`config.mk`:
```
export PLATFORM = sky130hd
export DESIGN_NAME = framed_word_receiver_crc16
export DESIGN_NICKNAME = d
export VERILOG_FILES = /design/src/hdl/fwr_pkg.sv /design/src/hdl/fwr_front.sv /design/src/hdl/fwr_queue.sv /design/src/hdl/fwr_back.sv /design/src/hdl/framed_word_receiver_crc16.sv
export SDC_FILE = /design/constraint.sdc
export NUM_CORES = 1
export LEC_CHECK = 0
export ABC_AREA = 0
export BUFFER_PORTS_ARGS = -buffer_cell sky130_fd_sc_hd__buf_2
export CORE_ASPECT_RATIO = 1.75
export CORE_MARGIN = 3
export CORE_UTILIZATION = 55
export DETAILED_ROUTE_END_ITERATION = 8
export PLACE_DENSITY = 0.85
export SYNTH_ARGS = -nofsm -noshare
export SYNTH_HDL_FRONTEND = slang
export SYNTH_SLANG_ARGS = --single-unit
```
`constraint.sdc`:
```
create_clock -name clk -period 3 [get_ports clk]
set_input_delay 0.45 -clock clk [delete_from_list [all_inputs] [get_ports clk]]
set_output_delay 0.45 -clock clk [all_outputs]
set_load 0.02 [all_outputs]
```
`src/hdl/fwr_pkg.sv`:
```
// ----------------------------------------------------------------------------
// fwr_pkg: shared types and functions of the framed word receiver
// Status codes, the entry that travels from the front end to the back end,
// and the CRC-16 byte fold.
// ----------------------------------------------------------------------------
package fwr_pkg;

    localparam int BYTE_W   = 8;
    localparam int WORD_W   = 16;
    localparam int QDEPTH   = 2;
    localparam int QPTR_W   = $clog2(QDEPTH);
    localparam int QCNT_W   = $clog2(QDEPTH + 1);

    localparam logic [WORD_W-1:0] CRC_POLY = 16'h1021;
    localparam logic [WORD_W-1:0] CRC_TOP  = 16'h8000;

    typedef enum logic [1:0] {
        ST_INCOMPLETE = 2'd0,
        ST_VALID      = 2'd1,
        ST_MISMATCH   = 2'd2
    } status_t;

    typedef enum logic {
        KIND_INCOMPLETE = 1'b0,
        KIND_CHECK      = 1'b1
    } kind_t;

    typedef enum logic [1:0] {
        POS_LOW  = 2'd0,
        POS_HIGH = 2'd1,
        POS_SUM1 = 2'd2,
        POS_SUM0 = 2'd3
    } pos_t;

    typedef struct packed {
        kind_t              kind;
        logic [BYTE_W-1:0]  lo;
        logic [BYTE_W-1:0]  hi;
        logic [WORD_W-1:0]  crc_hi;
        logic [WORD_W-1:0]  rx;
    } entry_t;

    typedef struct packed {
        logic full;
        logic empty;
    } q_status_t;

    function automatic logic [WORD_W-1:0] crc_fold(input logic [WORD_W-1:0] crc_in,
                                                   input logic [BYTE_W-1:0] b);
        logic [WORD_W-1:0] crc;
        crc = crc_in ^ {b, {(WORD_W-BYTE_W){1'b0}}};
        for (int k = 0; k < BYTE_W; k++)
        begin
            if ((crc & CRC_TOP) != '0)
            begin
                crc = {crc[WORD_W-2:0], 1'b0} ^ CRC_POLY;
            end
            else
            begin
                crc = {crc[WORD_W-2:0], 1'b0};
            end
        end
        return crc;
    endfunction

endpackage

```
`src/hdl/fwr_front.sv`:
```
// ----------------------------------------------------------------------------
// fwr_front: byte capture and frame classification
// Counts bytes within a frame, stores the data bytes and the first checksum
// byte and folds the high byte into the CRC as soon as it arrives.
// ----------------------------------------------------------------------------
module fwr_front
    import fwr_pkg::*;
(
    input  logic              clk,
    input  logic              rst_n,
    input  logic              in_valid,
    output logic              in_stall,
    input  logic [BYTE_W-1:0] bus_byte,
    input  q_status_t         q_status,
    output logic              push,
    output entry_t            push_entry
);

    pos_t              pos_reg, pos_next;
    logic [BYTE_W-1:0] lo_reg, lo_next;
    logic [BYTE_W-1:0] hi_reg, hi_next;
    logic [BYTE_W-1:0] sum1_reg, sum1_next;
    logic [WORD_W-1:0] crc_hi_reg, crc_hi_next;

    assign in_stall = q_status.full;
    assign push     = in_valid && !q_status.full;

    always_comb
    begin
        pos_next    = pos_reg;
        lo_next     = lo_reg;
        hi_next     = hi_reg;
        sum1_next   = sum1_reg;
        crc_hi_next = crc_hi_reg;
        push_entry  = '{kind: KIND_INCOMPLETE, lo: lo_reg, hi: hi_reg,
                        crc_hi: crc_hi_reg, rx: {sum1_reg, bus_byte}};
        unique case (pos_reg)
            POS_LOW:
            begin
                lo_next  = bus_byte;
                pos_next = POS_HIGH;
            end
            POS_HIGH:
            begin
                hi_next     = bus_byte;
                crc_hi_next = crc_fold('0, bus_byte);
                pos_next    = POS_SUM1;
            end
            POS_SUM1:
            begin
                sum1_next = bus_byte;
                pos_next  = POS_SUM0;
            end
            POS_SUM0:
            begin
                push_entry.kind = KIND_CHECK;
                pos_next        = POS_LOW;
            end
            default:
            begin
                pos_next = POS_LOW;
            end
        endcase
    end

    always_ff @(posedge clk or negedge rst_n)
    begin
        if (!rst_n)
        begin
            pos_reg <= POS_LOW;
        end
        else if (push)
        begin
            pos_reg <= pos_next;
        end
    end

    always_ff @(posedge clk)
    begin
        if (push)
        begin
            lo_reg     <= lo_next;
            hi_reg     <= hi_next;
            sum1_reg   <= sum1_next;
            crc_hi_reg <= crc_hi_next;
        end
    end

endmodule

```
`src/hdl/fwr_queue.sv`:
```
// ----------------------------------------------------------------------------
// fwr_queue: short queue between the front end and the back end
// A small register FIFO that lets each side stall independently.
// ----------------------------------------------------------------------------
module fwr_queue
    import fwr_pkg::*;
(
    input  logic      clk,
    input  logic      rst_n,
    input  logic      push,
    input  entry_t    push_entry,
    input  logic      pop,
    output entry_t    pop_entry,
    output q_status_t q_status
);

    entry_t            store [QDEPTH];
    logic [QPTR_W-1:0] wr_ptr_reg, wr_ptr_next;
    logic [QPTR_W-1:0] rd_ptr_reg, rd_ptr_next;
    logic [QCNT_W-1:0] count_reg, count_next;
    logic              do_pop;

    assign q_status.full  = (count_reg == QCNT_W'(QDEPTH));
    assign q_status.empty = (count_reg == '0);
    assign do_pop         = pop && !q_status.empty;
    assign pop_entry      = store[rd_ptr_reg];

    always_comb
    begin
        wr_ptr_next = wr_ptr_reg;
        rd_ptr_next = rd_ptr_reg;
        count_next  = count_reg;
        if (push)
        begin
            wr_ptr_next = (wr_ptr_reg == QPTR_W'(QDEPTH - 1)) ? '0 : wr_ptr_reg + 1'b1;
        end
        if (do_pop)
        begin
            rd_ptr_next = (rd_ptr_reg == QPTR_W'(QDEPTH - 1)) ? '0 : rd_ptr_reg + 1'b1;
        end
        if (push && !do_pop)
        begin
            count_next = count_reg + 1'b1;
        end
        else if (do_pop && !push)
        begin
            count_next = count_reg - 1'b1;
        end
    end

    always_ff @(posedge clk or negedge rst_n)
    begin
        if (!rst_n)
        begin
            wr_ptr_reg <= '0;
            rd_ptr_reg <= '0;
            count_reg  <= '0;
        end
        else
        begin
            wr_ptr_reg <= wr_ptr_next;
            rd_ptr_reg <= rd_ptr_next;
            count_reg  <= count_next;
        end
    end

    always_ff @(posedge clk)
    begin
        if (push)
        begin
            store[wr_ptr_reg] <= push_entry;
        end
    end

endmodule

```
`src/hdl/fwr_back.sv`:
```
// ----------------------------------------------------------------------------
// fwr_back: checksum comparison and result register
// Folds the low byte into the CRC, compares it with the received checksum
// and holds the result until the receiver takes it.
// ----------------------------------------------------------------------------
module fwr_back
    import fwr_pkg::*;
(
    input  logic              clk,
    input  logic              rst_n,
    input  q_status_t         q_status,
    input  entry_t            pop_entry,
    output logic              pop,
    output logic              out_valid,
    input  logic              out_stall,
    output logic [1:0]        status,
    output logic [WORD_W-1:0] data_word
);

    logic              valid_reg;
    status_t           status_reg, status_next;
    logic [WORD_W-1:0] word_reg, word_next;
    logic [WORD_W-1:0] crc;

    assign pop       = !q_status.empty && (!valid_reg || !out_stall);
    assign out_valid = valid_reg;
    assign status    = status_reg;
    assign data_word = word_reg;
    assign crc       = crc_fold(pop_entry.crc_hi, pop_entry.lo);

    always_comb
    begin
        status_next = ST_INCOMPLETE;
        word_next   = '0;
        unique case (pop_entry.kind)
            KIND_INCOMPLETE:
            begin
                status_next = ST_INCOMPLETE;
            end
            KIND_CHECK:
            begin
                if (crc == pop_entry.rx)
                begin
                    status_next = ST_VALID;
                    word_next   = {pop_entry.hi, pop_entry.lo};
                end
                else
                begin
                    status_next = ST_MISMATCH;
                end
            end
            default:
            begin
                status_next = ST_INCOMPLETE;
            end
        endcase
    end

    always_ff @(posedge clk or negedge rst_n)
    begin
        if (!rst_n)
        begin
            valid_reg <= 1'b0;
        end
        else if (pop)
        begin
            valid_reg <= 1'b1;
        end
        else if (!out_stall)
        begin
            valid_reg <= 1'b0;
        end
    end

    always_ff @(posedge clk)
    begin
        if (pop)
        begin
            status_reg <= status_next;
            word_reg   <= word_next;
        end
    end

endmodule

```
`src/hdl/framed_word_receiver_crc16.sv`:
```
// ----------------------------------------------------------------------------
// framed_word_receiver_crc16: four-byte framed word receiver with CRC-16 check
// Groups bus bytes into frames of low byte, high byte and a big-endian
// CRC-16 (polynomial 0x1021, initial value zero) and reports each word.
// ----------------------------------------------------------------------------
// Usage: one byte enters per input beat on bus_byte (in_valid, in_stall).
// Every input beat produces exactly one output beat (out_valid, out_stall)
// carrying status and data_word. The first three bytes of a frame report
// an incomplete frame; the fourth reports the word, or a checksum mismatch
// with a zero word, and the next byte starts a new frame.
// The input beat is stored in the queue and its output beat is then
// registered. The block takes one byte per cycle while in_stall is low:
// the CRC of the high byte is folded in when that byte arrives and the low
// byte is folded in by the back end in the cycle its result is registered.
// A two-entry queue separates capture from the result register, so input
// continues to be taken while a result waits. When the receiver stalls,
// the result holds and in_stall rises once the queue is full.
// Reset clears the byte position, the queue and the output valid flag.
// ----------------------------------------------------------------------------
module framed_word_receiver_crc16
    import fwr_pkg::*;
(
    input  logic              clk,
    input  logic              rst_n,
    input  logic              in_valid,
    output logic              in_stall,
    input  logic [BYTE_W-1:0] bus_byte,
    output logic              out_valid,
    input  logic              out_stall,
    output logic [1:0]        status,
    output logic [WORD_W-1:0] data_word
);

    q_status_t q_status;
    logic      push;
    logic      pop;
    entry_t    push_entry;
    entry_t    pop_entry;

    fwr_front u_front (
        .clk        (clk),
        .rst_n      (rst_n),
        .in_valid   (in_valid),
        .in_stall   (in_stall),
        .bus_byte   (bus_byte),
        .q_status   (q_status),
        .push       (push),
        .push_entry (push_entry)
    );

    fwr_queue u_queue (
        .clk        (clk),
        .rst_n      (rst_n),
        .push       (push),
        .push_entry (push_entry),
        .pop        (pop),
        .pop_entry  (pop_entry),
        .q_status   (q_status)
    );

    fwr_back u_back (
        .clk       (clk),
        .rst_n     (rst_n),
        .q_status  (q_status),
        .pop_entry (pop_entry),
        .pop       (pop),
        .out_valid (out_valid),
        .out_stall (out_stall),
        .status    (status),
        .data_word (data_word)
    );

endmodule

```
==> reports/metrics.cfg, run 1 <==
[placed_design]
port_buffers=31
place_ws_ps=187
gp_congestion=0.808
dpl.hpwl_um=7130

[drt]
num_vias=3070
first_pass_iters=5
ant_nets=0
drt_iter0_drc=359
drc=0
drt-total-wl_um=11200
wl_per_cell_um=21.6
viasPerCell=5.89

[pwr]
peakVddDrop_mv=0.639
powerDensity_nw_per_um2=1090
p_leak_nw=2.37
fin_total_pwr_mw=7.28

[setup_path]
crit_required_ps=3200
cp.arrival_ps=3020
critPathLaunchType=register
crit_fanout=22
cp-end-kind=register
path_class=register to register

[die]
core_um2=10300
num_rows=49
die_h_um=142
io-pin-count=32
die-area_um2=11900
start_util=0.566
dieWidth_um=83.8

[logic_synthesis]
synth_seq_cells=139
synth_commonest_cells=132 x edfxtp_1, 38 x xnor2_1, 27 x mux2i_1
async_flop_share=0.0504
syn_avg_cell_area_um2=17.4
synth.most_common_cell=edfxtp_1
ys_top_cells_by_area=edfxtp_1 68%, xnor2_1 5.7%, mux2i_1 4.6%, xor2_1 3.3%, dfrtp_1 3.0%
ys.flop_type=edfxtp_1
synth_cell_type_count=47
ys_warn_count=0
synth_area_leader_cell=edfxtp_1
synthesis.nets=354
syn-cell-area_um2=5830
netlist.area_leader.share=0.680
seq_area_frac_synth=0.710
synth_edf_count=132
synthCells=336

[grt]
track_usage=0.199
grt_overflow=0
grt_pass1_wl_um=17500
grt_max_degree=42
antenna_found_initial=0
grt_pass1_vias=3279

[cts]
clock-root-buffer=clkbuf_16
insertion_delay_ps=410
cts.clk_slew.worst_paths_ps=60
cts.sinks=139
cts_tree=built
cts_htree_levels=4
cts.path.max_buffers=2
cts_buffers=17
cts_setup_buffers=0

[layout]
n_antenna_cell=0
largest_reg_flops=82
multi_input_area_um2=1600
drive_above_1_share=0.226
syn2layout_area_growth_pct=14.7
ff_latch_area_um2=4140
final_nets=399
n_fill_cell=683

[sta]
worst_pin_slew_ps=888
slew_headroom=0.408
fin_skew_ps=5.71
fin_crit_sh=0.941
fmax_mhz=354
setup_ws_ps=176
finalHoldViolations=0
slew_viol_final=0
fin_crit_ps=2820
setup_tns_ps=0
rsz0062_at_grt=false
setup_viol=0

[run_status]
status=completed

[worst_hold_path]
min_path_type=input port to register

[job]
drv_cap=0

-- kinds of logic after synthesis --
family | after synthesis | share of synthesized area
adders and majority gates | 6 | 0.0129
muxes | 37 | 0.0710
AOI/OAI and AO/OA | 21 | 0.0285
and+or+nand+nor | 50 | 0.0571
buffers and inverters | 20 | 0.0200
xor gates and xnor gates | 63 | 0.101
DFF | 139 | 0.710
-- worst max-delay path: stages (launching register included) --
cell     delay [ps]
dfrtp_1         500
inv_6           290
mux2i_1         450
xnor2_1         200
mux2i_1         340
nand3_2         380
nor4_1          430
-- routing by layer --
layer | GRT usage | up-vias | share of wire
met4 | 0.108 | 0 | 0.040
met2 | 0.366 | 140 | 0.56
met5 | 0 | - | 0
met3 | 0.0469 | 32 | 0.052
li1 | - | 1364 | -
met1 | 0.208 | 1534 | 0.35
-- placed cells by master, fill, tap and decap left out, types with 2 or more instances in the layout --
master	count
mux2_2	5
buf_2	31
inv_1	10
clkinv_2	4
nand2_1	10
mux2i_4	2
o2111ai_1	2
bufinv_16	2
o21ai_0	4
mux2i_1	27
clkinv_1	3
nor3_1	6
buf_4	2
nor4_1	5
a211o_1	2
xnor3_1	2
and3_1	3
mux2i_2	2
xnor2_1	38
clkbuf_16	17
edfxtp_1	132
o22ai_1	2
clkinvlp_4	4
ha_1	6
xor2_1	22
nor2_1	6
dfrtp_1	7
nor4_2	9
-- worst paths after layout --
check	startpoint	depth (start not counted)	slack [ps]	to
max in group asynchronous	rst_n	2	2410	u_queue.rd_ptr_reg
hold / removal	out_stall	3	250	u_back.out_valid
setup / recovery	u_queue.rd_ptr_reg	6	180	u_back.data_word[1]
hold reg to reg	u_front.hi_reg[0]	0	440	u_queue.store[0][32]
setup reg to reg	u_queue.rd_ptr_reg	6	180	u_back.data_word[1]
min in group asynchronous	rst_n	2	420	u_back.out_valid
-- per-stage QoR --
| stage | cells | area [µm²] | utilization | hold slack (ps) |
|---|---|---|---|---|
| finish | 521 | 6690 | 0.650 | 252 |
| global placement | 488 | 6110 | 0.593 | 296 |
| floorplan | 336 | 5830 | - | 154 |
| CTS | 521 | 6680 | 0.648 | 248 |
| global route | 521 | 6690 | 0.650 | 275 |
| detailed placement | 488 | 6110 | 0.593 | 300 |
-- power breakdown --
group | total (mW) | switching [mW] | internal, mW
clock network | 1.97 | 0.763 | 1.21
logic | 2.32 | 1.47 | 0.843
registers | 3.00 | 0.255 | 2.74
total | 7.28 | 2.49 | 4.79
-- layout make-up --
type,count,area share
clock buffers,18,0.0641
clock inverters,14,0.0195
inverters,11,0.00692
multi-input cells,177,0.238
flip-flops and latches,139,0.619
well taps,127,0.0238
repair buffers,35,0.0286
-- timing repair --
action,4_1_cts,5_1_grt
hold buffers,1,0
resized for setup,0,3
endpoints found under the hold margin,7,0
endpoints found under the setup margin,0,3
(Power assumes the default switching activity.)
==> run 2: changes to the inputs <==
--- a/config.mk
+++ b/config.mk
@@ -5,7 +5,7 @@
 export SDC_FILE = /design/constraint.sdc
 export NUM_CORES = 1
 export LEC_CHECK = 0
-export ABC_AREA = 0
+export ABC_AREA = 1
 export BUFFER_PORTS_ARGS = -buffer_cell sky130_fd_sc_hd__buf_2
 export CORE_ASPECT_RATIO = 1.75
 export CORE_MARGIN = 3
==> run 2 against run 1 <==
Compared with the run above: sequential share of layout area fell by 2.5 points; utilization is 0.29 points higher; die area up 3.3%; sequential power shrank 1%; sequential cell count unchanged; first-iteration DRC count is the same; combinational power is 15% higher; clock power up 10%; critical path type unchanged; largest cell class unchanged.
==> reports/metrics.cfg, run 2 <==
[logic_synthesis]
synth_cell_type_count=23  ; -51%
netlist.area_leader.share=0.657  ; -0.0232
synthAdderAreaFrac=0.0124  ; -0.000440
ys_warn_count=0  ; unchanged
synth-simple-area-share=0.195  ; +0.138
syn_avg_cell_area_um2=10.7  ; -38%
synthesis.nets=580  ; +64%
synth_top_family_by_area=simple AND/OR/NAND/NOR gates
synth_area_leader_cell=edfxtp_1
synth_commonest_cells=225 x nand2_1, 132 x edfxtp_1, 65 x inv_1
ys_top_cells_by_area=edfxtp_1 66%, nand2_1 14%, inv_1 4.0%, dfrtp_1 2.9%, nand3_1 2.2%
synth_edf_count=132  ; unchanged
synthCells=562  ; +67%
seq_area_frac_synth=0.686  ; -0.0243
synth_compound_area_frac=0.0158  ; -0.0128
async_flop_share=0.0504  ; unchanged
synth.most_common_cell=nand2_1
syn-cell-area_um2=6040  ; +3.5%
synth_seq_cells=139  ; unchanged
ys.flop_type=edfxtp_1
synthMuxAreaShare=0.0133  ; -0.0578
synthXorXnorAreaFrac=0.0218  ; -0.0789

[setup_path]
cp-end-kind=register
crit_buf_inv=1  ; unchanged
cpPeakStageDelay_ps=410  ; -90 ps
cp.arrival_ps=2950  ; -70 ps
crit_required_ps=3240  ; +40 ps
critPathLaunchType=register
critPathTopFamily=simple AND/OR/NAND/NOR gates
path_class=register to register
crit_fanout=57  ; +160%
crit_chain=buf_6 > nand2_1 > nand2_1 > nand2_1 > nand2_1 > nand2_1 > nand3_1 > nand2_1 > nor2_1 > nand2_1 > nor2_2 > nand4_2 > nor2_1
crit_slowest_cell=nand4_2
crit_path_frequent_cell=nand2_1

[sta]
setup_ws_ps=296  ; +120 ps
fin_skew_ps=7.01  ; +1.30 ps
worst_pin_slew_ps=946  ; +58.3 ps
fin_crit_sh=0.901  ; -0.0399
fmax_mhz=370  ; +4.4%
fin_crit_ps=2700  ; -120 ps
finalHoldViolations=0  ; unchanged
slew_headroom=0.363  ; -0.0455
setup_viol=0  ; unchanged
slew_viol_final=0  ; unchanged

[placed_design]
dpl.hpwl_um=7980  ; +12%
dpl-instance-area_um2=6340  ; +3.9%
port_buffers=31  ; unchanged
place_ws_ps=230  ; +43.0 ps
gp_congestion=0.879  ; +8.8%

[layout]
largest_reg_flops=82  ; unchanged
final_nets=626  ; +57%
n_antenna_cell=0  ; unchanged
postLayoutCellArea_um2=6980  ; +4.3%
drive_above_1_share=0.127  ; -0.0987
mostFrequentLayoutCells=225 x nand2_1, 132 x edfxtp_1, 65 x inv_1
syn2layout_area_growth_pct=15.6
layout_commonest_cell=nand2_1
fin_util=0.652  ; +0.00286

[grt]
grt_overflow=0  ; unchanged
grt_max_degree=58  ; +38%
grt_pass1_wl_um=19600  ; +12%
track_usage=0.213  ; +0.0132
grt_pass1_vias=3998  ; +22%
antenna_found_initial=0  ; unchanged

[drt]
first_pass_iters=6  ; +1
num_vias=3985  ; +30%
ant_nets=0  ; unchanged
wl_per_cell_um=16.1  ; -25%
drt-total-wl_um=12100  ; +7.4%
drt_iter0_drc=359  ; unchanged
viasPerCell=5.31  ; -9.9%
drc=0  ; unchanged

[die]
core_um2=10700  ; +3.9%
dieWidth_um=85.2  ; +1.6%
start_util=0.564  ; -0.00176
die_h_um=145  ; +1.7%
die-area_um2=12300  ; +3.3%
num_rows=50  ; +2.0%
io-pin-count=32  ; unchanged

[pwr]
p_leak_nw=3.10  ; +31%
peakVddDrop_mv=0.710  ; +11%
fin_total_pwr_mw=7.80  ; +7.1%
powerDensity_nw_per_um2=1120  ; +2.7%

[cts]
cts.clk_slew.worst_paths_ps=60  ; about the same
cts.sinks=139  ; unchanged
cts_htree_levels=4  ; unchanged
cts.path.max_buffers=2  ; unchanged
cts_buffers=17  ; unchanged
cts_tree=built
clock-root-buffer=clkbuf_16
insertion_delay_ps=410  ; about the same

[run_status]
status=completed

[job]
drv_cap=0  ; unchanged

[worst_hold_path]
min_path_type=input port to register

==> run 2: cell count changes after synthesis, sizes merged, moves of 10 or more <==
cell and change:
inv +57, nand2 +214, xnor2 -36, nor4 -14
o21ai +11, nor2 +27, xor2 -10, nand3 +25
mux2i -23
==> run 2: metrics by stage <==
stage               TNS (ps)  hold slack, ps  instances
floorplan                  0             154        562
global placement           0             292        718
detailed placement         0             299        718
CTS                        0             259        751
global route           -3.19             292        751
finish                     0             269        751
==> run 2: cell type report <==
type	instances	area [µm²]
repair buffers	39	221
inverters	68	258
clock buffers	18	429
clock inverters	14	193
multi-input cells	343	1580
well taps	130	163
fillers	729	3720
flip-flops and latches	139	4140
==> run 2: where the power goes <==
part / internal (mW) / leakage, nW / total [mW] / switching [mW]
registers: 2.76 / 1.32 / 2.96 / 0.201
logic: 0.781 / 1.48 / 2.67 / 1.89
clock network: 1.39 / 0.299 / 2.17 / 0.777
total: 4.93 / 3.10 / 7.80 / 2.87
==> run 2: final timing paths <==
check	startpoint	to	slack (ps)	cells past startpoint
max in group asynchronous	rst_n	u_queue.rd_ptr_reg	2420	2
hold / removal	out_stall	u_back.out_valid	270	3
setup reg to reg	u_queue.rd_ptr_reg	u_back.data_word[15]	300	13
hold reg to reg	u_front.crc_hi_reg[5]	u_queue.store[0][21]	440	0
min in group asynchronous	rst_n	u_front.pos_reg[0]	400	2
setup / recovery	u_queue.rd_ptr_reg	u_back.data_word[15]	300	13
==> run 2: cell families after synthesis <==
family	Yosys count
flip-flops	139
AO/OA/AOI/OAI	19
multiplexers	8
buffers and inverters	80
adder cells (fa/ha/maj)	6
XOR/XNOR	15
AND/OR/NAND/NOR	295
==> run 2: worst min-delay path, cell delays in order <==
cell and delay (ps):
buf_2 80, nand2_1 60, nand2_1 60
==> run 2: timing repair <==
| action | 4_1_cts | 5_1_grt |
|---|---|---|
| setup endpoints to repair | 0 | 16 |
| endpoints found under the hold margin | 7 | 0 |
| setup buffers | 0 | 0 |
| hold buffers | 1 | 0 |
| gates resized for setup | 0 | 3 |
==> run 2: routing by layer <==
metal,part of all wire,global-route usage,vias to the layer above
met3,0.048,0.0536,32
met2,0.55,0.381,161
li1,-,-,1915
met1,0.36,0.228,1877
met4,0.038,0.112,0
met5,0,0,-
==> run 3: changes to the inputs <==
--- a/config.mk
+++ b/config.mk
@@ -9,9 +9,9 @@
 export BUFFER_PORTS_ARGS = -buffer_cell sky130_fd_sc_hd__buf_2
 export CORE_ASPECT_RATIO = 1.75
 export CORE_MARGIN = 3
-export CORE_UTILIZATION = 55
+export CORE_UTILIZATION = 50
 export DETAILED_ROUTE_END_ITERATION = 8
-export PLACE_DENSITY = 0.85
+export PLACE_DENSITY = 0.79
 export SYNTH_ARGS = -nofsm -noshare
 export SYNTH_HDL_FRONTEND = slang
 export SYNTH_SLANG_ARGS = --single-unit
==> constraint.sdc (replaced) <==
create_clock -name clk -period 3 [get_ports clk]
set_input_delay 0 -clock clk [delete_from_list [all_inputs] [get_ports clk]]
set_output_delay 0 -clock clk [all_outputs]
set_load 0.05 [all_outputs]
==> run 3 against run 2 <==
Compared with the run above: clock skew up 2.6 ps; sequential power about the same; utilization down 5.3 points; wire length down 0.28%; die area up 9.4%; design area up 0.63%; worst hold slack better by 46 ps; first-iteration DRC count down 28%; via count down 1.1%; register-to-register slack better by 70 ps; worst setup slack better by 69 ps; final cell count up 1.7%; critical path type unchanged; critical endpoint is now u_back.data_word[6]; largest power group unchanged.
==> reports/metrics.cfg, run 3 (same netlist as run 2, synthesis figures left out) <==
[cts]
cts_setup_buffers=0  ; unchanged
cts_htree_levels=4  ; unchanged
cts_tree=built
cts_buffers=17  ; unchanged
cts.sinks=139  ; unchanged
clock-root-buffer=clkbuf_16
insertion_delay_ps=410  ; about the same
cts.clk_slew.worst_paths_ps=60  ; about the same
cts.path.max_buffers=2  ; unchanged

[die]
core_um2=11700  ; +9.5%
io-pin-count=32  ; unchanged
start_util=0.515  ; -0.0488
num_rows=52  ; +4.0%
die_h_um=151  ; +4.7%
die-area_um2=13500  ; +9.4%
dieWidth_um=89.1  ; +4.5%

[sta]
slew_headroom=0.196  ; -0.166
whs_ps=315  ; +45.7 ps
fin_crit_sh=0.878  ; -0.0229
setup_tns_ps=0  ; unchanged
worst_pin_slew_ps=1200  ; +257 ps
fin_skew_ps=9.57  ; +2.56 ps
fin_crit_ps=2640  ; -68.8 ps
slew_viol_final=0  ; unchanged
fmax_mhz=379  ; +2.6%
setup_ws_ps=365  ; +68.8 ps
finalHoldViolations=0  ; unchanged
setup_viol=0  ; unchanged
rsz0062_at_grt=false

[grt]
antenna_found_initial=0  ; unchanged
grt_max_degree=42  ; -28%
grt_pass1_vias=3998  ; unchanged
track_usage=0.195  ; -0.0171
grt_pass1_wl_um=19300  ; -1.2%
grt_overflow=0  ; unchanged

[drt]
viasPerCell=5.16  ; -2.8%
drt-total-wl_um=12000  ; -0.28%
ant_nets=0  ; unchanged
num_vias=3941  ; -1.1%
drc=0  ; unchanged
first_pass_iters=7  ; +1
wl_per_cell_um=15.8  ; -2.0%
drt_iter0_drc=257  ; -28%

[worst_hold_path]
hold_depth=4  ; +1
min_to=u_queue.wr_ptr_reg
min_from=in_valid
min_path_type=input port to register

[setup_path]
r2r_slack_ps=360  ; +70 ps
cp.arrival_ps=2890  ; -60 ps
path_class=register to register
rr_worst_depth=14  ; +1
r2r-end=u_back.data_word[6]
crit_fanout=38  ; -33%
crit_required_ps=3250  ; about the same
critPathLaunchType=register
cp-end-kind=register
rr_startpoint=u_queue.rd_ptr_reg

[layout]
n_antenna_cell=0  ; unchanged
fin_util=0.600  ; -0.0527
largest_reg_flops=82  ; unchanged
final_nets=634  ; +1.3%
layout_commonest_cell=nand2_1
mostFrequentLayoutCells=225 x nand2_1, 132 x edfxtp_1, 65 x inv_1
n_fill_cell=910  ; +25%
drive_above_1_share=0.121  ; -0.00639
syn2layout_area_growth_pct=16.3
postLayoutCellArea_um2=7020  ; +0.63%
fin_cells=764  ; +1.7%

[placed_design]
place_ws_ps=218  ; -12.0 ps
dp.cells=721  ; +0.42%
gp_congestion=0.881  ; +0.16%
port_buffers=31  ; unchanged
dpl-instance-area_um2=6340  ; about the same
dpl.hpwl_um=8240  ; +3.3%

[pwr]
fin_total_pwr_mw=7.86  ; +0.82%
peakVddDrop_mv=0.845  ; +19%
p_comb_frac=0.373  ; +0.031
p_sw_frac=0.395  ; +0.0276
power.internal_mw=4.76  ; -3.6%
p_leak_nw=3.10  ; about the same
p_switching_mw=3.11  ; +8.4%
powerDensity_nw_per_um2=1120  ; +0.19%
p_seq_frac=0.377  ; -0.003
clockPowerShare=0.250  ; -0.028

[run_status]
status=completed

[job]
drv_cap=0  ; unchanged

run 3: cell types whose count changed in the layout (fill, tap and decap cells not counted), moves of 2 or more:
| cell | previous run | this run |
|---|---|---|
| clkinv_4 | 2 | 0 |
| dlygate4sd3_1 | 1 | 11 |
| clkinvlp_4 | 2 | 5 |
| inv_6 | 3 | 0 |
| bufinv_16 | 4 | 2 |
| buf_4 | 6 | 4 |
| clkinv_2 | 2 | 5 |
run 3: layout make-up:
class	count	area, µm²	area share
multi-input combinational	343	1580	0.226
inverter	68	255	0.0363
clock buffer	18	429	0.0611
timing repair buffer	47	315	0.0449
tap	135	169	0.0241
clock inverter	14	130	0.0185
sequential	139	4140	0.590
run 3: worst max-delay path, stage by stage (launching register included):
cell	delay, ps
dfrtp_2	470
inv_2	210
buf_12	230
nand2_1	80
nand2_1	130
nand2_1	90
nand2_1	160
nand2_1	110
nand3_1	90
nand2_1	50
nor2_1	110
nand2_1	70
nor2_2	160
nand4_4	290
nor2_1	200
run 3: power by group through the flow:
stage / sequential (mW) / clock (mW) / combinational [mW]
2_1_floorplan: 3.31 / 0 / 1.83
3_3_place_gp: 2.97 / 0 / 2.82
3_5_place_dp: 3.00 / 0 / 2.90
4_1_cts: 2.96 / 1.99 / 2.92
5_1_grt: 3.01 / 2.08 / 3.27
6_report: 2.97 / 1.97 / 2.93
run 3: timing repair:
action                     4_1_cts  5_1_grt
gates resized for setup          0        1
hold endpoints to repair        48        0
setup endpoints to repair        0       14
hold buffers                    11        0
run 3: worst max path at each step:
stage,depth (start not counted),endpoint,startpoint
3_3_place_gp,14,u_back.data_word[4],u_queue.rd_ptr_reg
6_report,14,u_back.data_word[6],u_queue.rd_ptr_reg
2_1_floorplan,3,u_queue.store[1][0],u_queue.count_reg[1]
4_1_cts,14,u_back.data_word[14],u_queue.rd_ptr_reg
5_1_grt,14,u_back.data_word[5],u_queue.rd_ptr_reg
3_5_place_dp,14,u_back.data_word[14],u_queue.rd_ptr_reg
run 3: layer usage:
layer	share of wire	vias to the layer above	global-route usage	wire [µm]
met3	0.032	33	0.0408	388
met5	0	-	0	0
met2	0.54	104	0.330	6450
li1	-	1934	-	-
met4	0.053	0	0.131	635
met1	0.38	1870	0.216	4570
